<file path="config.mk">
export PLATFORM = sky130hd
export DESIGN_NAME = rc_steering_brake_command_select
export DESIGN_NICKNAME = d
export VERILOG_FILES = /design/src/hdl/rcsb_pkg.sv /design/src/hdl/rcsb_divider.sv /design/src/hdl/rcsb_history.sv /design/src/hdl/rc_steering_brake_command_select.sv
export SDC_FILE = /design/constraint.sdc
export NUM_CORES = 2
export LEC_CHECK = 0
export ABC_CLOCK_PERIOD_IN_PS = 11610
export BUFFER_PORTS_ARGS = -buffer_cell sky130_fd_sc_hd__buf_4
export CAP_MARGIN = 40
export CORE_ASPECT_RATIO = 1.1
export CORE_UTILIZATION = 65
export DETAILED_ROUTE_END_ITERATION = 16
export PLACE_DENSITY = 0.79
export SYNTH_ARGS = -nofsm -noshare
export SYNTH_HDL_FRONTEND = slang
export SYNTH_HIERARCHICAL = 1
export SYNTH_SLANG_ARGS = --single-unit
</file>
<file path="constraint.sdc">
create_clock -name clk -period 11.61 [get_ports clk]
set_clock_uncertainty 0.1 [all_clocks]
set_input_delay 2.322 -clock clk [delete_from_list [all_inputs] [get_ports clk]]
set_output_delay 2.322 -clock clk [all_outputs]
set_load 0.005 [all_outputs]
</file>
<file path="src/hdl/rcsb_pkg.sv">
// Shared widths, reset values, codes and status types for the RC steering
// and brake command selector. No dependencies.
`timescale 1ns / 1ps
`default_nettype none

package rcsb_pkg;

  // Field widths
  localparam int STEER_W    = 11;
  localparam int AGE_W      = 16;
  localparam int ANGLE_W    = 17;
  localparam int BRAKE_W    = 16;
  localparam int SERVO_W    = 12;
  localparam int MODE_W     = 2;
  localparam int DZ_W       = 10;
  localparam int CFG_IDX_W  = 3;
  localparam int CFG_DATA_W = 16;

  localparam int WINDOW_DEF = 5;

  // Shared divider: numerator and divisor widths
  localparam int NUM_W = 38;
  localparam int DEN_W = 24;

  // Shared multiplier operand widths (signed) and product width
  localparam int MA_W = 24;
  localparam int MB_W = 18;
  localparam int MP_W = 42;

  // Host map: angle * 125 / 2816 is angle / 0.088 degree
  localparam int HOST_MUL = 125;
  localparam int HOST_DIV = 2816;
  // 2816 is 256 * 11: drop eight bits, then multiply by a rounded-up
  // reciprocal of 11; exact for every magnitude up to 104861 after the shift
  localparam int HOST_PRE_SH = 8;
  localparam int HOST_ODD    = HOST_DIV >> HOST_PRE_SH;
  localparam int HOST_SH     = 20;
  localparam int HOST_RCP    = ((1 << HOST_SH) + HOST_ODD - 1) / HOST_ODD;
  localparam logic signed [BRAKE_W-1:0] HOST_BRAKE_ON = 16'sd128;

  // Register reset values
  localparam logic [11:0] LEFT_LIMIT_RST   = 12'd1516;
  localparam logic [11:0] RIGHT_LIMIT_RST  = 12'd829;
  localparam logic [10:0] RC_LEFT_RST      = 11'd995;
  localparam logic [10:0] RC_RIGHT_RST     = 11'd1750;
  localparam logic [10:0] RC_CENTER_RST    = 11'd1420;
  localparam logic [10:0] THR_CENTER_RST   = 11'd1475;
  localparam logic [9:0]  THR_DZ_RST       = 10'd200;
  localparam logic [15:0] EDGE_TIMEOUT_RST = 16'd50;

  typedef enum logic [CFG_IDX_W-1:0] {
    CFG_LEFT_LIMIT   = 3'd0,
    CFG_RIGHT_LIMIT  = 3'd1,
    CFG_RC_LEFT      = 3'd2,
    CFG_RC_RIGHT     = 3'd3,
    CFG_RC_CENTER    = 3'd4,
    CFG_THR_CENTER   = 3'd5,
    CFG_THR_DZ       = 3'd6,
    CFG_EDGE_TIMEOUT = 3'd7
  } cfg_idx_t;

  typedef enum logic [MODE_W-1:0] {
    MODE_BRAKE   = 2'd0,
    MODE_TELE    = 2'd1,
    MODE_AUTO    = 2'd2,
    MODE_TIMEOUT = 2'd3
  } mode_t;

  // Status of a multi-cycle unit back to the sequencer
  typedef struct packed {
    logic busy;
    logic done;
  } unit_stat_t;

endpackage

`default_nettype wire

</file>
<file path="src/hdl/rcsb_divider.sv">
// Shared restoring divider, one quotient bit per cycle.
// Depends on rcsb_pkg for operand widths and the status struct.
`timescale 1ns / 1ps
`default_nettype none

module rcsb_divider (
  input  wire logic                       clk,
  input  wire logic                       rst_n,
  input  wire logic                       start,
  input  wire logic [rcsb_pkg::NUM_W-1:0] numer,
  input  wire logic [rcsb_pkg::DEN_W-1:0] denom,
  output logic      [rcsb_pkg::NUM_W-1:0] quot,
  output rcsb_pkg::unit_stat_t            stat
);

  localparam int NUM_W = rcsb_pkg::NUM_W;
  localparam int DEN_W = rcsb_pkg::DEN_W;
  localparam int CNT_W = $clog2(NUM_W + 1);

  logic [DEN_W-1:0] rem_r, rem_nxt;
  logic [NUM_W-1:0] quo_r, quo_nxt;
  logic [DEN_W-1:0] den_r, den_nxt;
  logic [CNT_W-1:0] cnt_r, cnt_nxt;
  logic             busy_r, busy_nxt;
  logic             done_r, done_nxt;
  logic [DEN_W:0]   trial;
  logic [DEN_W:0]   diff;

  assign trial = {rem_r, quo_r[NUM_W-1]};
  assign diff  = trial - {1'b0, den_r};

  always_comb begin
    rem_nxt  = rem_r;
    quo_nxt  = quo_r;
    den_nxt  = den_r;
    cnt_nxt  = cnt_r;
    busy_nxt = busy_r;
    done_nxt = 1'b0;
    if (start) begin
      rem_nxt  = '0;
      quo_nxt  = numer;
      den_nxt  = denom;
      cnt_nxt  = CNT_W'(NUM_W);
      busy_nxt = 1'b1;
    end else if (busy_r) begin
      // shift in the next numerator bit, subtract when it fits
      if (trial >= {1'b0, den_r}) begin
        rem_nxt = diff[DEN_W-1:0];
        quo_nxt = {quo_r[NUM_W-2:0], 1'b1};
      end else begin
        rem_nxt = trial[DEN_W-1:0];
        quo_nxt = {quo_r[NUM_W-2:0], 1'b0};
      end
      cnt_nxt = cnt_r - CNT_W'(1);
      if (cnt_r == CNT_W'(1)) begin
        busy_nxt = 1'b0;
        done_nxt = 1'b1;
      end
    end
  end

  always_ff @(posedge clk) begin
    if (!rst_n) begin
      busy_r <= 1'b0;
      done_r <= 1'b0;
      cnt_r  <= '0;
    end else begin
      busy_r <= busy_nxt;
      done_r <= done_nxt;
      cnt_r  <= cnt_nxt;
    end
    rem_r <= rem_nxt;
    quo_r <= quo_nxt;
    den_r <= den_nxt;
  end

  assign quot      = quo_r;
  assign stat.busy = busy_r;
  assign stat.done = done_r;

endmodule

`default_nettype wire

</file>
<file path="src/hdl/rcsb_history.sv">
// Ring of the last WINDOW steering widths with a serial summing pass.
// Depends on rcsb_pkg for the width and the status struct.
`timescale 1ns / 1ps
`default_nettype none

module rcsb_history #(
  parameter int WINDOW = rcsb_pkg::WINDOW_DEF,
  parameter int SUM_W  = rcsb_pkg::STEER_W + $clog2(WINDOW + 1)
) (
  input  wire logic                         clk,
  input  wire logic                         rst_n,
  input  wire logic                         push,
  input  wire logic [rcsb_pkg::STEER_W-1:0] push_data,
  input  wire logic                         sum_start,
  output logic      [SUM_W-1:0]             sum,
  output rcsb_pkg::unit_stat_t              stat
);

  localparam int SLOT_W = (WINDOW > 1) ? $clog2(WINDOW) : 1;
  localparam logic [SLOT_W-1:0] LAST = SLOT_W'(WINDOW - 1);

  logic [rcsb_pkg::STEER_W-1:0] hist_r [WINDOW];
  logic [SLOT_W-1:0]            slot_r, slot_nxt;
  logic [SLOT_W-1:0]            idx_r, idx_nxt;
  logic [SUM_W-1:0]             acc_r, acc_nxt;
  logic                         busy_r, busy_nxt;
  logic                         done_r, done_nxt;

  // advance the slot first, then store at it
  assign slot_nxt = push ? ((slot_r == LAST) ? '0 : slot_r + SLOT_W'(1)) : slot_r;

  always_comb begin
    idx_nxt  = idx_r;
    acc_nxt  = acc_r;
    busy_nxt = busy_r;
    done_nxt = 1'b0;
    if (sum_start) begin
      idx_nxt  = '0;
      acc_nxt  = '0;
      busy_nxt = 1'b1;
    end else if (busy_r) begin
      acc_nxt = acc_r + SUM_W'(hist_r[idx_r]);
      idx_nxt = idx_r + SLOT_W'(1);
      if (idx_r == LAST) begin
        busy_nxt = 1'b0;
        done_nxt = 1'b1;
      end
    end
  end

  always_ff @(posedge clk) begin
    if (!rst_n) begin
      for (int i = 0; i < WINDOW; i++) begin
        hist_r[i] <= '0;
      end
      slot_r <= '0;
      busy_r <= 1'b0;
      done_r <= 1'b0;
      idx_r  <= '0;
    end else begin
      if (push) begin
        hist_r[slot_nxt] <= push_data;
      end
      slot_r <= slot_nxt;
      busy_r <= busy_nxt;
      done_r <= done_nxt;
      idx_r  <= idx_nxt;
    end
    acc_r <= acc_nxt;
  end

  assign sum       = acc_r;
  assign stat.busy = busy_r;
  assign stat.done = done_r;

endmodule

`default_nettype wire

</file>
<file path="src/hdl/rc_steering_brake_command_select.sv">
// Top level of the RC steering and brake command selector: registers,
// sequencer and shared multiplier. Depends on rcsb_pkg, rcsb_history, rcsb_divider.
`timescale 1ns / 1ps
`default_nettype none

// One control tick in, one command out. After a tick is taken, in_ready stays
// low until its command has been moved into the output register and rises at
// the same clock edge. A timeout tick goes straight to S_FIN and from there into
// the output register. An auto tick passes through the angle multiply, a stage
// for the sum and its magnitude, a reciprocal multiply for the divide by 2816
// and the limit clamp. A brake or teleoperated tick sums the steering ring and
// scales the sum by the reciprocal of WINDOW, forms the squares and the
// quadratic term on the shared multiplier and makes a pass of the shared divider
// for the rounded quadratic map, with setup and saturation around them; it skips
// the multiplies and the divide when the average sits at centre or the divisor
// on its side is zero. The divider, one quotient bit a cycle, is the longest
// step. A finished command waits while the output register is still full. The
// output register holds a command until it is taken, and the next tick is
// accepted meanwhile. Configuration writes are always taken (cfg_ready is tied
// high) and must only be made while no tick is in progress.
module rc_steering_brake_command_select #(
  parameter int WINDOW = rcsb_pkg::WINDOW_DEF
) (
  input  wire logic                                clk,
  input  wire logic                                rst_n,
  // tick input
  input  wire logic                                in_valid,
  output logic                                     in_ready,
  input  wire logic        [rcsb_pkg::STEER_W-1:0] in_steer_width,
  input  wire logic        [rcsb_pkg::STEER_W-1:0] in_throttle_width,
  input  wire logic        [rcsb_pkg::AGE_W-1:0]   in_steer_edge_age,
  input  wire logic        [rcsb_pkg::AGE_W-1:0]   in_throttle_edge_age,
  input  wire logic signed [rcsb_pkg::ANGLE_W-1:0] in_host_angle,
  input  wire logic signed [rcsb_pkg::BRAKE_W-1:0] in_host_brake,
  // command output
  output logic                                     out_valid,
  input  wire logic                                out_ready,
  output logic             [rcsb_pkg::SERVO_W-1:0] out_servo_goal,
  output logic                                     out_brake_on,
  output logic                                     out_relay_level,
  output logic             [rcsb_pkg::MODE_W-1:0]  out_drive_mode,
  // configuration
  input  wire logic                                cfg_valid,
  output logic                                     cfg_ready,
  input  wire logic      [rcsb_pkg::CFG_IDX_W-1:0] cfg_index,
  input  wire logic     [rcsb_pkg::CFG_DATA_W-1:0] cfg_data
);

  localparam int SUM_W = rcsb_pkg::STEER_W + $clog2(WINDOW + 1);
  localparam int NUM_W = rcsb_pkg::NUM_W;
  localparam int DEN_W = rcsb_pkg::DEN_W;
  localparam int MA_W  = rcsb_pkg::MA_W;
  localparam int MB_W  = rcsb_pkg::MB_W;
  localparam int MP_W  = rcsb_pkg::MP_W;
  // floor(sum / WINDOW) as (sum * AVG_RCP) >> AVG_SH, exact for any ring sum
  localparam int AVG_SH  = rcsb_pkg::STEER_W + 2 * $clog2(WINDOW);
  localparam int AVG_RCP = ((1 << AVG_SH) + WINDOW - 1) / WINDOW;

  typedef enum logic [3:0] {
    S_IDLE,
    S_SUM,
    S_AVG,
    S_MUL_DD,
    S_MUL_DSQ,
    S_MUL_TERM,
    S_MUL_CTR,
    S_NUM,
    S_Q_DIV,
    S_Q,
    S_HOST_MUL,
    S_HOST_N,
    S_H_RCP,
    S_H_Q,
    S_FIN
  } state_t;

  // ---------------------------------------------------------------- config
  logic [11:0] left_lim_r, right_lim_r;
  logic [10:0] rc_left_r, rc_right_r, rc_center_r, thr_center_r;
  logic [9:0]  thr_dz_r;
  logic [15:0] edge_to_r;

  assign cfg_ready = 1'b1;

  always_ff @(posedge clk) begin
    if (!rst_n) begin
      left_lim_r   <= rcsb_pkg::LEFT_LIMIT_RST;
      right_lim_r  <= rcsb_pkg::RIGHT_LIMIT_RST;
      rc_left_r    <= rcsb_pkg::RC_LEFT_RST;
      rc_right_r   <= rcsb_pkg::RC_RIGHT_RST;
      rc_center_r  <= rcsb_pkg::RC_CENTER_RST;
      thr_center_r <= rcsb_pkg::THR_CENTER_RST;
      thr_dz_r     <= rcsb_pkg::THR_DZ_RST;
      edge_to_r    <= rcsb_pkg::EDGE_TIMEOUT_RST;
    end else if (cfg_valid && cfg_ready) begin
      case (rcsb_pkg::cfg_idx_t'(cfg_index))
        rcsb_pkg::CFG_LEFT_LIMIT:   left_lim_r   <= cfg_data[11:0];
        rcsb_pkg::CFG_RIGHT_LIMIT:  right_lim_r  <= cfg_data[11:0];
        rcsb_pkg::CFG_RC_LEFT:      rc_left_r    <= cfg_data[10:0];
        rcsb_pkg::CFG_RC_RIGHT:     rc_right_r   <= cfg_data[10:0];
        rcsb_pkg::CFG_RC_CENTER:    rc_center_r  <= cfg_data[10:0];
        rcsb_pkg::CFG_THR_CENTER:   thr_center_r <= cfg_data[10:0];
        rcsb_pkg::CFG_THR_DZ:       thr_dz_r     <= cfg_data[9:0];
        rcsb_pkg::CFG_EDGE_TIMEOUT: edge_to_r    <= cfg_data[15:0];
        default: ;
      endcase
    end
  end

  // ------------------------------------------------------- derived values
  logic [12:0]        lim_sum;
  logic [11:0]        center_w;
  logic signed [12:0] range_w;

  assign lim_sum  = {1'b0, left_lim_r} + {1'b0, right_lim_r};
  assign center_w = lim_sum[12:1];
  assign range_w  = $signed({1'b0, left_lim_r}) - $signed({1'b0, right_lim_r});

  // tick decode
  logic               timeout_w, auto_w, tele_w, hbrake_w;
  logic signed [12:0] band_lo_w;
  logic [11:0]        band_hi_w;

  assign timeout_w = (in_steer_edge_age >= edge_to_r) || (in_throttle_edge_age >= edge_to_r);
  assign band_lo_w = $signed({2'b0, thr_center_r}) - $signed({3'b0, thr_dz_r});
  assign auto_w    = $signed({2'b0, in_throttle_width}) < band_lo_w;
  assign band_hi_w = {1'b0, thr_center_r} + {2'b0, thr_dz_r};
  assign tele_w    = band_hi_w < {1'b0, in_throttle_width};
  assign hbrake_w  = in_host_brake > rcsb_pkg::HOST_BRAKE_ON;

  // ------------------------------------------------------------ sub-units
  logic                     accept;
  logic                     sum_start_r, sum_start_nxt;
  logic [SUM_W-1:0]         hist_sum;
  rcsb_pkg::unit_stat_t     hist_stat;
  logic                     div_start_r, div_start_nxt;
  logic [NUM_W-1:0]         div_num_r, div_num_nxt;
  logic [DEN_W-1:0]         div_den_r, div_den_nxt;
  logic [NUM_W-1:0]         div_quot;
  rcsb_pkg::unit_stat_t     div_stat;

  assign accept = in_valid && in_ready;

  rcsb_history #(
    .WINDOW (WINDOW),
    .SUM_W  (SUM_W)
  ) u_history (
    .clk       (clk),
    .rst_n     (rst_n),
    .push      (accept),
    .push_data (in_steer_width),
    .sum_start (sum_start_r),
    .sum       (hist_sum),
    .stat      (hist_stat)
  );

  rcsb_divider u_divider (
    .clk   (clk),
    .rst_n (rst_n),
    .start (div_start_r),
    .numer (div_num_r),
    .denom (div_den_r),
    .quot  (div_quot),
    .stat  (div_stat)
  );

  // ------------------------------------------------------------ sequencer
  state_t                     state_r, state_nxt;
  logic signed [16:0]         angle_r, angle_nxt;
  rcsb_pkg::mode_t            mode_r, mode_nxt;
  logic                       brake_r, brake_nxt;
  logic [11:0]                goal_r, goal_nxt;
  logic signed [11:0]         den_r, den_nxt;
  logic [10:0]                d_r, d_nxt;
  logic                       neg_r, neg_nxt;
  logic [22:0]                dd_r, dd_nxt;
  logic signed [MP_W-1:0]     prod_r, prod_nxt;
  logic signed [MP_W-1:0]     term_r, term_nxt;
  logic                       qneg_r, qneg_nxt;
  logic [16:0]                hmag_r, hmag_nxt;
  logic                       out_valid_r, out_valid_nxt;
  logic [11:0]                out_goal_r, out_goal_nxt;
  logic                       out_brake_r, out_brake_nxt;
  rcsb_pkg::mode_t            out_mode_r, out_mode_nxt;

  logic signed [MA_W-1:0]     mult_a;
  logic signed [MB_W-1:0]     mult_b;

  // RC map working values
  logic [10:0]                avg_w, d_w;
  logic                       left_w;
  logic signed [11:0]         den_l_w, den_r_w, den_w;
  logic signed [14:0]         edge_v_w;
  logic [14:0]                edge_half_w;
  logic signed [MP_W-1:0]     num_w;
  logic [MP_W-1:0]            num_mag_w;
  // host map working values
  logic [MP_W-1:0]            c2816_w;
  logic signed [MP_W-1:0]     hn_w;
  logic [MP_W-1:0]            hn_mag_w;
  logic [15:0]                hq_mag_w;
  logic signed [16:0]         hq_w;

  assign avg_w    = prod_r[AVG_SH +: rcsb_pkg::STEER_W];
  assign left_w   = avg_w < rc_center_r;
  assign den_l_w  = $signed({1'b0, rc_center_r}) - $signed({1'b0, rc_left_r});
  assign den_r_w  = $signed({1'b0, rc_center_r}) - $signed({1'b0, rc_right_r});
  assign den_w    = left_w ? den_l_w : den_r_w;
  assign d_w      = left_w ? (rc_center_r - avg_w) : (avg_w - rc_center_r);
  // zero divisor: centre plus or minus half the range, rounded half away
  assign edge_v_w = left_w ? ($signed({2'b0, center_w, 1'b0}) + 15'(range_w))
                           : ($signed({2'b0, center_w, 1'b0}) - 15'(range_w));
  assign edge_half_w = (edge_v_w + 15'sd1) >>> 1;

  assign num_w     = prod_r + term_r;
  assign num_mag_w = num_w[MP_W-1] ? MP_W'(-num_w) : MP_W'(num_w);

  assign c2816_w  = (MP_W'(center_w) << 11) + (MP_W'(center_w) << 9) + (MP_W'(center_w) << 8);
  assign hn_w     = $signed(c2816_w) + prod_r;
  assign hn_mag_w = hn_w[MP_W-1] ? MP_W'(-hn_w) : MP_W'(hn_w);
  assign hq_mag_w = prod_r[rcsb_pkg::HOST_SH +: 16];
  assign hq_w     = qneg_r ? -$signed({1'b0, hq_mag_w}) : $signed({1'b0, hq_mag_w});

  // shared multiplier operand select
  always_comb begin
    mult_a = '0;
    mult_b = '0;
    case (state_r)
      S_SUM: begin
        mult_a = MA_W'(hist_sum);
        mult_b = MB_W'(AVG_RCP);
      end
      S_MUL_DD: begin
        mult_a = MA_W'(den_r);
        mult_b = MB_W'(den_r);
      end
      S_MUL_DSQ: begin
        mult_a = MA_W'(d_r);
        mult_b = MB_W'(d_r);
      end
      S_MUL_TERM: begin
        mult_a = MA_W'(prod_r[21:0]);
        mult_b = MB_W'(range_w);
      end
      S_MUL_CTR: begin
        mult_a = MA_W'(dd_r);
        mult_b = MB_W'(center_w);
      end
      S_HOST_MUL: begin
        mult_a = MA_W'(angle_r);
        mult_b = MB_W'(rcsb_pkg::HOST_MUL);
      end
      S_H_RCP: begin
        mult_a = MA_W'(rcsb_pkg::HOST_RCP);
        mult_b = MB_W'(hmag_r);
      end
      default: ;
    endcase
  end

  assign prod_nxt = mult_a * mult_b;

  always_comb begin
    state_nxt     = state_r;
    angle_nxt     = angle_r;
    mode_nxt      = mode_r;
    brake_nxt     = brake_r;
    goal_nxt      = goal_r;
    den_nxt       = den_r;
    d_nxt         = d_r;
    neg_nxt       = neg_r;
    dd_nxt        = dd_r;
    term_nxt      = term_r;
    qneg_nxt      = qneg_r;
    hmag_nxt      = hmag_r;
    div_num_nxt   = div_num_r;
    div_den_nxt   = div_den_r;
    div_start_nxt = 1'b0;
    sum_start_nxt = 1'b0;
    out_valid_nxt = out_valid_r && !out_ready;
    out_goal_nxt  = out_goal_r;
    out_brake_nxt = out_brake_r;
    out_mode_nxt  = out_mode_r;
    case (state_r)
      S_IDLE: begin
        if (accept) begin
          angle_nxt = in_host_angle;
          if (timeout_w) begin
            goal_nxt  = center_w;
            brake_nxt = 1'b1;
            mode_nxt  = rcsb_pkg::MODE_TIMEOUT;
            state_nxt = S_FIN;
          end else if (auto_w) begin
            brake_nxt = hbrake_w;
            mode_nxt  = rcsb_pkg::MODE_AUTO;
            state_nxt = S_HOST_MUL;
          end else begin
            brake_nxt     = !tele_w;
            mode_nxt      = tele_w ? rcsb_pkg::MODE_TELE : rcsb_pkg::MODE_BRAKE;
            sum_start_nxt = 1'b1;
            state_nxt     = S_SUM;
          end
        end
      end
      S_SUM: begin
        // the multiplier scales the finished sum on the way out
        if (hist_stat.done) begin
          state_nxt = S_AVG;
        end
      end
      S_AVG: begin
        den_nxt = den_w;
        d_nxt   = d_w;
        neg_nxt = den_w[11];
        if (avg_w == rc_center_r) begin
          goal_nxt  = center_w;
          state_nxt = S_FIN;
        end else if (den_w == 12'sd0) begin
          goal_nxt  = edge_v_w[14] ? 12'd0 : edge_half_w[11:0];
          state_nxt = S_FIN;
        end else begin
          state_nxt = S_MUL_DD;
        end
      end
      S_MUL_DD: begin
        state_nxt = S_MUL_DSQ;
      end
      S_MUL_DSQ: begin
        dd_nxt    = {prod_r[21:0], 1'b0};
        state_nxt = S_MUL_TERM;
      end
      S_MUL_TERM: begin
        state_nxt = S_MUL_CTR;
      end
      S_MUL_CTR: begin
        // apply the sign of the divisor to the quadratic term
        term_nxt  = neg_r ? -prod_r : prod_r;
        state_nxt = S_NUM;
      end
      S_NUM: begin
        qneg_nxt      = num_w[MP_W-1];
        div_num_nxt   = NUM_W'({num_mag_w[MP_W-2:0], 1'b0}) + NUM_W'(dd_r);
        div_den_nxt   = DEN_W'({dd_r, 1'b0});
        div_start_nxt = 1'b1;
        state_nxt     = S_Q_DIV;
      end
      S_Q_DIV: begin
        if (div_stat.done) begin
          state_nxt = S_Q;
        end
      end
      S_Q: begin
        if (qneg_r) begin
          goal_nxt = 12'd0;
        end else if (|div_quot[NUM_W-1:12]) begin
          goal_nxt = 12'hFFF;
        end else begin
          goal_nxt = div_quot[11:0];
        end
        state_nxt = S_FIN;
      end
      S_HOST_MUL: begin
        state_nxt = S_HOST_N;
      end
      S_HOST_N: begin
        qneg_nxt  = hn_w[MP_W-1];
        hmag_nxt  = hn_mag_w[rcsb_pkg::HOST_PRE_SH +: 17];
        state_nxt = S_H_RCP;
      end
      S_H_RCP: begin
        state_nxt = S_H_Q;
      end
      S_H_Q: begin
        // left limit is checked first, so crossed limits land on one of them
        if (hq_w > $signed({5'b0, left_lim_r})) begin
          goal_nxt = left_lim_r;
        end else if (hq_w < $signed({5'b0, right_lim_r})) begin
          goal_nxt = right_lim_r;
        end else begin
          goal_nxt = hq_w[11:0];
        end
        state_nxt = S_FIN;
      end
      S_FIN: begin
        // hold until the output register is free
        if (!out_valid_r || out_ready) begin
          out_valid_nxt = 1'b1;
          out_goal_nxt  = goal_r;
          out_brake_nxt = brake_r;
          out_mode_nxt  = mode_r;
          state_nxt     = S_IDLE;
        end
      end
      default: begin
        state_nxt = S_IDLE;
      end
    endcase
  end

  always_ff @(posedge clk) begin
    if (!rst_n) begin
      state_r     <= S_IDLE;
      out_valid_r <= 1'b0;
      div_start_r <= 1'b0;
      sum_start_r <= 1'b0;
    end else begin
      state_r     <= state_nxt;
      out_valid_r <= out_valid_nxt;
      div_start_r <= div_start_nxt;
      sum_start_r <= sum_start_nxt;
    end
    angle_r     <= angle_nxt;
    mode_r      <= mode_nxt;
    brake_r     <= brake_nxt;
    goal_r      <= goal_nxt;
    den_r       <= den_nxt;
    d_r         <= d_nxt;
    neg_r       <= neg_nxt;
    dd_r        <= dd_nxt;
    prod_r      <= prod_nxt;
    term_r      <= term_nxt;
    qneg_r      <= qneg_nxt;
    hmag_r      <= hmag_nxt;
    div_num_r   <= div_num_nxt;
    div_den_r   <= div_den_nxt;
    out_goal_r  <= out_goal_nxt;
    out_brake_r <= out_brake_nxt;
    out_mode_r  <= out_mode_nxt;
  end

  assign in_ready        = (state_r == S_IDLE);
  assign out_valid       = out_valid_r;
  assign out_servo_goal  = out_goal_r;
  assign out_brake_on    = out_brake_r;
  assign out_relay_level = !out_brake_r;
  assign out_drive_mode  = out_mode_r;

`ifndef NO_ASSERTIONS
  a_div_done_waited: assert property (@(posedge clk) disable iff (!rst_n)
    div_stat.done |-> (state_r == S_Q_DIV))
    else $error("divider finished outside its wait state");

  a_sum_done_waited: assert property (@(posedge clk) disable iff (!rst_n)
    hist_stat.done |-> (state_r == S_SUM))
    else $error("history sum finished outside the summing state");

  a_busy_after_transfer: assert property (@(posedge clk) disable iff (!rst_n)
    accept |=> !in_ready)
    else $error("input ready straight after a transfer");

  a_timeout_brakes: assert property (@(posedge clk) disable iff (!rst_n)
    (out_valid && out_drive_mode == rcsb_pkg::MODE_TIMEOUT) |-> out_brake_on)
    else $error("timeout command without brake");

  a_div_idle_on_start: assert property (@(posedge clk) disable iff (!rst_n)
    div_start_r |-> !div_stat.busy)
    else $error("divider restarted while busy");
`endif

endmodule

`default_nettype wire

</file>
# Yosys cells after proc, flatten, opt, wreduce, memory -nomap -nowiden
# Memory sizes are Yosys's and may differ from the RTL's. A register that Yosys moved wholly into a read port is not among the register bits.
# Index checks and enable logic that the tools add are counted.
totals:
  ff_bits: 470
  ramBits: 55
  inputBits: 111
  output_inout_bits: 19
  elab_cells: 210
  mem_count: 1
mem_list:
  columns: ["name", "depth", "word_bits", "read_ports", "rd_ports_with_merged_regs", "wr", "line_no", "source"]
  rows:
  - ["u_history.hist_r", 5, 11, 1, 1, 5, "rcsb_history.sv:22", "logic [rcsb_pkg::STEER_W-1:0] hist_r [WINDOW];"]
op_classes:
  n_addsub: 25
  mul: 1
  n_lt_le_gt_ge: 9
  n_eq_ne: 31
  muxes: 61
  n_bitwise: 5
  n_reduce_logical: 35
op_table:
  columns: ["op", "count"]
  rows:
  - ["$pmux 24 s7", 1]
  - ["$pmux 18 s7", 1]
  - ["$mux 12", 10]
  - ["$mux 38", 2]
  - ["$pmux 4 s14", 1]
  - ["$pmux 12 s4", 1]
  - ["$add 26x42->42", 1]
  - ["$add 42x42->42", 1]
  - ["$mul 24x18->42", 1]
  - ["$mux 42", 1]
  - ["$neg 42->42", 1]
  - ["$add 38x23->38", 1]
  - ["$mux 37", 1]
  - ["$neg 37->37", 1]
  - ["$ge 16x16->1", 2]
  - ["$mux 4", 8]
  - ["$eq 4x4->1 const B", 7]
  - ["$reduce_or 26->1", 1]
  - ["$add 24x20->25", 1]
  - ["$ge 25x24->1", 1]
  - ["$mux 25", 1]
  - ["$neg 25->25", 1]
  - ["$add 23x21->24", 1]
  - ["$mux 24", 1]
  - ["53 further kinds", 119]

# Depth between registers and ports, before layout
logic_depth:
  depth_word: 8
  depth_mapped: 44
  ltp_nobuf: 43

# Cells and area by module
# The synthesis kept the hierarchy.
by_module_without_submodules:
  columns: ["module", "instances", "cells_each", "area_each_um2", "seq_area_each_um2"]
  rows:
  - ["rc_steering_brake_command_select", 1, 4613, 41164.5, 9198.8]
  - ["rcsb_history", 1, 385, 5336.4, 3143.0]
  - ["rcsb_divider", 1, 494, 5225.0, 2502.4]

# Worst setup path before layout
# OpenSTA, ideal clock, no wires.
synth_path:
  kind: "register to register"
  start: "register right_lim_r[1]"
  end: "register prod_r[40]"
  arrival_time_ns: 9.265
  t_required_ns: 11.387
  path_slack_ns: 2.122
  stages_incl_launch_ff: 42
  path_cell_list: "dfxtp_1 inv_1 ha_1 inv_1 a21oi_1 nor2_1 nor2_1 o21bai_1 a21oi_1 o21bai_1 a21oi_1 o21bai_1 a21oi_1 o21bai_1 a21oi_1 xor2_1 a221o_1 clkbuf_1 [6 not listed] inv_1 fa_1 fa_1 inv_1 fa_1 inv_1 ha_1 a21o_1 a21oi_1 o21ai_0 a311oi_1 a21oi_1 a221oi_1 o21ai_0 a21o_1 a211oi_1 a21oi_1 xor2_1"
synth_via:
  elab_chain_len: 3
  word_cells_on_any_way: 4
  classes_between: "add/sub (2); mul (1); mux (1)"
synth_rtl:
  columns: ["item", "line_no", "source"]
  rows:
  - ["start, declared", "rc_steering_brake_command_select.sv:78", "logic [11:0] left_lim_r, right_lim_r;"]
  - ["start signal, assigned", "rc_steering_brake_command_select.sv:88", "right_lim_r <= rcsb_pkg::RIGHT_LIMIT_RST;"]
  - ["start signal, assigned", "rc_steering_brake_command_select.sv:98", "rcsb_pkg::CFG_RIGHT_LIMIT: right_lim_r <= cfg_data[11:0];"]
  - ["$add 12x12->13 or $sub 12x12->13 (tied branches)", "rc_steering_brake_command_select.sv:115, rc_steering_brake_command_select.sv:117", null]
  - ["$pmux 18 s7 (*)", "rc_steering_brake_command_select.sv:228", "case (state_r)"]
  - ["$mul 24x18->42 (*)", "rc_steering_brake_command_select.sv:261", "assign prod_nxt = mult_a * mult_b;"]
  - ["net prod_nxt[40]", "rc_steering_brake_command_select.sv:177", "logic signed [MP_W-1:0] prod_r, prod_nxt;"]
  - ["end signal, assigned", "rc_steering_brake_command_select.sv:420", "prod_r <= prod_nxt;"]
  - ["end, declared", "rc_steering_brake_command_select.sv:177", null]
# Mark *: on every way through the listed nets, which the timed path passes. The rest lies on a longest branch.
# A chain may end at the register's enable or synchronous reset.

# Worst setup path after layout
layout_path:
  start: "register left_lim_r[0]"
  end: "register prod_r[40]"
layout_via:
  elab_chain_len: 3
  word_cells_on_any_way: 4
  classes_between: "add/sub (2); mul (1); mux (1)"
layout_rtl:
  columns: ["item", "line_no", "source"]
  rows:
  - ["start, declared", "rc_steering_brake_command_select.sv:78", null]
  - ["start signal, assigned", "rc_steering_brake_command_select.sv:87", "left_lim_r <= rcsb_pkg::LEFT_LIMIT_RST;"]
  - ["start signal, assigned", "rc_steering_brake_command_select.sv:97", "rcsb_pkg::CFG_LEFT_LIMIT: left_lim_r <= cfg_data[11:0];"]
  - ["$add 12x12->13 or $sub 12x12->13 (tied branches)", "rc_steering_brake_command_select.sv:115, rc_steering_brake_command_select.sv:117", null]
  - ["$pmux 18 s7 (*)", "rc_steering_brake_command_select.sv:228", null]
  - ["$mul 24x18->42 (*)", "rc_steering_brake_command_select.sv:261", null]
  - ["net prod_nxt[40]", "rc_steering_brake_command_select.sv:177", null]
# Marked as above.

==> run metrics <==
outcome complete, no violations; fin nets 6550; hold path startpoint div_den_r[5]; CTS Sinks 561; # setup viols final 0; worst r2r path cells 41; Setup TNS 0 ns; Core Area 78800 um2; top layer in use met5; Die W 271 um; RR Endpoint prod_r[40]; Final Cycle Share 94.5%; crit path time final 10.98 ns; Skew-Pair Late Insertion Delay 0.70 ns; YS warnings 6; ANT cells 0; Final Hold Slack 0.303 ns; Gate power share 58.7%; met1 WL 56.4 mm; Vias 40600; clock share of power 17.0%; CP Class flip-flop to flip-flop; maximum number of pins on one net before global-route repair 77; Critical Path RT 12.03 ns; Setup crit end kind flip-flop; residual DRC count 0; synthesized area per cell 9.42 um2; fmax 91.1 MHz; global-route wire length before repair 232 mm; PortBufs 128; Final Non-Filler Cells 6667; worst-margin pin slew 1.05 ns; gr usage total 37.4%; I/O Pins 130; H-tree levels 2; die area 80700 um2; Fin. Hold Viols 0; Site Rows 108; antenna violations before repair 5; max-slew violations 0; CP max stage cell a221oi_1; Syn Std Cell Area 51700 um2; DR WL met2 71.0 mm; pwr/cell area 217 nW/um2; part of the power in registers 24.4%; Max-slew headroom 30.0%; WP data arrival 11.39 ns; Hold Path Class flip-flop to flip-flop; CTS root buf clkbuf_16; maximum fanout along the worst path 21; metal3 WL 13.4 mm; Min-Delay Endpoint u_divider/den_r[5]; drt wl/cell 22.4 um; R2R Setup Slk 0.63 ns; Starting Density 65.6%; vias per cell 6.09; Routability Congestion 1.02; # placed instances 6551; layout cell share with drive strength beyond 1 8.79%; CTS Buffer Depth 3; Final ANT Viol Nets 0; Iteration-0 DRC Markers 3577; crit start category flip-flop; Synth Instances 5490; cts bufs inserted 61; final core occ 71.1%; # fillers 5997; RSZ-0062 raised after global routing no; RR Startpoint left_lim_r[0]; Max Cap Viol 0; Layout area overhead 8.31%; CTS tree done; vias in the first global route 40900; Die Y 298 um; VDD IR max 0.160 mV; P_int 6470 uW; P_leak 0.0249 uW; Post-CTS Setup Inserts 0; sw frac 46.8%; hpwl dp 117 mm; WL final 149 mm; most frequent CP cell a21oi_1; Hold Crit Depth 0; CP max stage delay 0.59 ns; Psw 5700 uW; drt pass-1 iters 8; grt total ovfl 0; Worst-path clk slew 0.07 ns
==> worst max-delay path by stage <==
stage	start	to	slack (ns)	cells past startpoint
CTS	right_lim_r[2]	prod_r[40]	0.54	38
global placement	right_lim_r[2]	prod_r[40]	0.91	38
finish	left_lim_r[0]	prod_r[40]	0.63	41
detailed placement	right_lim_r[2]	prod_r[40]	0.62	38
floorplan	right_lim_r[1]	prod_r[40]	2.12	41
global route	left_lim_r[0]	prod_r[40]	0.04	41
==> sequential cells by signal, indices dropped and copies added, names as in the netlist, 22 cells and up, named ones only <==
signal            flops
u_divider/den_r      24
u_divider/rem_r      24
div_den_r            22
prod_r               42
div_num_r            37
u_history/hist_r     88
dd_r                 22
u_divider/quot       38
term_r               42
==> per-stage QoR <==
step | cell area, um2 | worst slack [ns] | power (uW)
after detailed placement | 53900 | 0.616 | 9940
final | 56000 | 0.634 | 12200
after global routing | 56000 | 0.0383 | 13000
after global placement | 53800 | 0.914 | 9750
after CTS | 56000 | 0.542 | 12100
after floorplan | 51700 | 2.12 | 7990
==> power groups by stage <==
stage	clock [uW]	sequential [uW]	combinational (uW)
after floorplan	0	2810	5170
after global placement	0	2980	6770
after detailed placement	0	2990	6950
after CTS	2090	2950	7030
after global routing	2150	2980	7830
final	2060	2960	7140
==> metal layers <==
metal  vias to the layer above  global-route usage (%)
met3                       413                    7.79
met4                         6                    17.8
li1                      18600                       -
met2                      1788                    62.3
met1                     19800                    46.4
met5                         -                       0
==> critical path, delay by kind of cell (launching register included) <==
family / cells / cell delay (ns)
buffers and inverters: 6 / 0.54
AND/OR/NAND/NOR: 5 / 0.92
AO/OA/AOI/OAI: 20 / 4.61
XOR/XNOR: 1 / 0.16
flip-flops: 1 / 0.42
adder cells (fa/ha/maj): 9 / 4.06
==> layout make-up <==
type,instances,area (um2),share of cell area (%)
Clock inverter,43,527,0.941
Timing Repair Buffer,218,1660,2.96
Inverter,813,3050,5.45
Tap cell,1045,1310,2.33
Sequential cell,561,14800,26.5
Multi-Input combinational cell,3914,33000,58.9
Clock buffer,73,1600,2.86
==> placed cells by master, fill, tap and decap left out, types with 17 or more instances in the layout <==
cell	n
nor4_1	18
a21oi_1	261
a311oi_1	18
xor2_1	83
inv_1	812
mux4_2	22
o21a_1	36
or3_1	38
nand2_1	601
o21ai_1	20
nor2_1	405
nor2b_1	49
o21ai_0	168
a21o_1	118
dfxtp_1	199
o211ai_1	40
a211oi_1	24
nand2b_1	56
edfxtp_1	361
o31ai_1	26
a22oi_1	30
ha_1	421
a31oi_1	23
fa_1	449
buf_4	214
or2_2	17
a21boi_0	66
xnor2_1	238
nand3_1	91
nor3_1	46
nand4_1	34
mux2i_1	43
and3_1	41
mux2_2	59
o21bai_1	45
and2_1	81
clkbuf_16	61
==> timing repair <==
action / CTS / global route
hold endpoints to repair: 0 / 0
gates resized for setup: 0 / 2
hold buffers: 0 / 0
endpoints found under the setup margin: 0 / 2
Power figures use the tool's default switching activity.
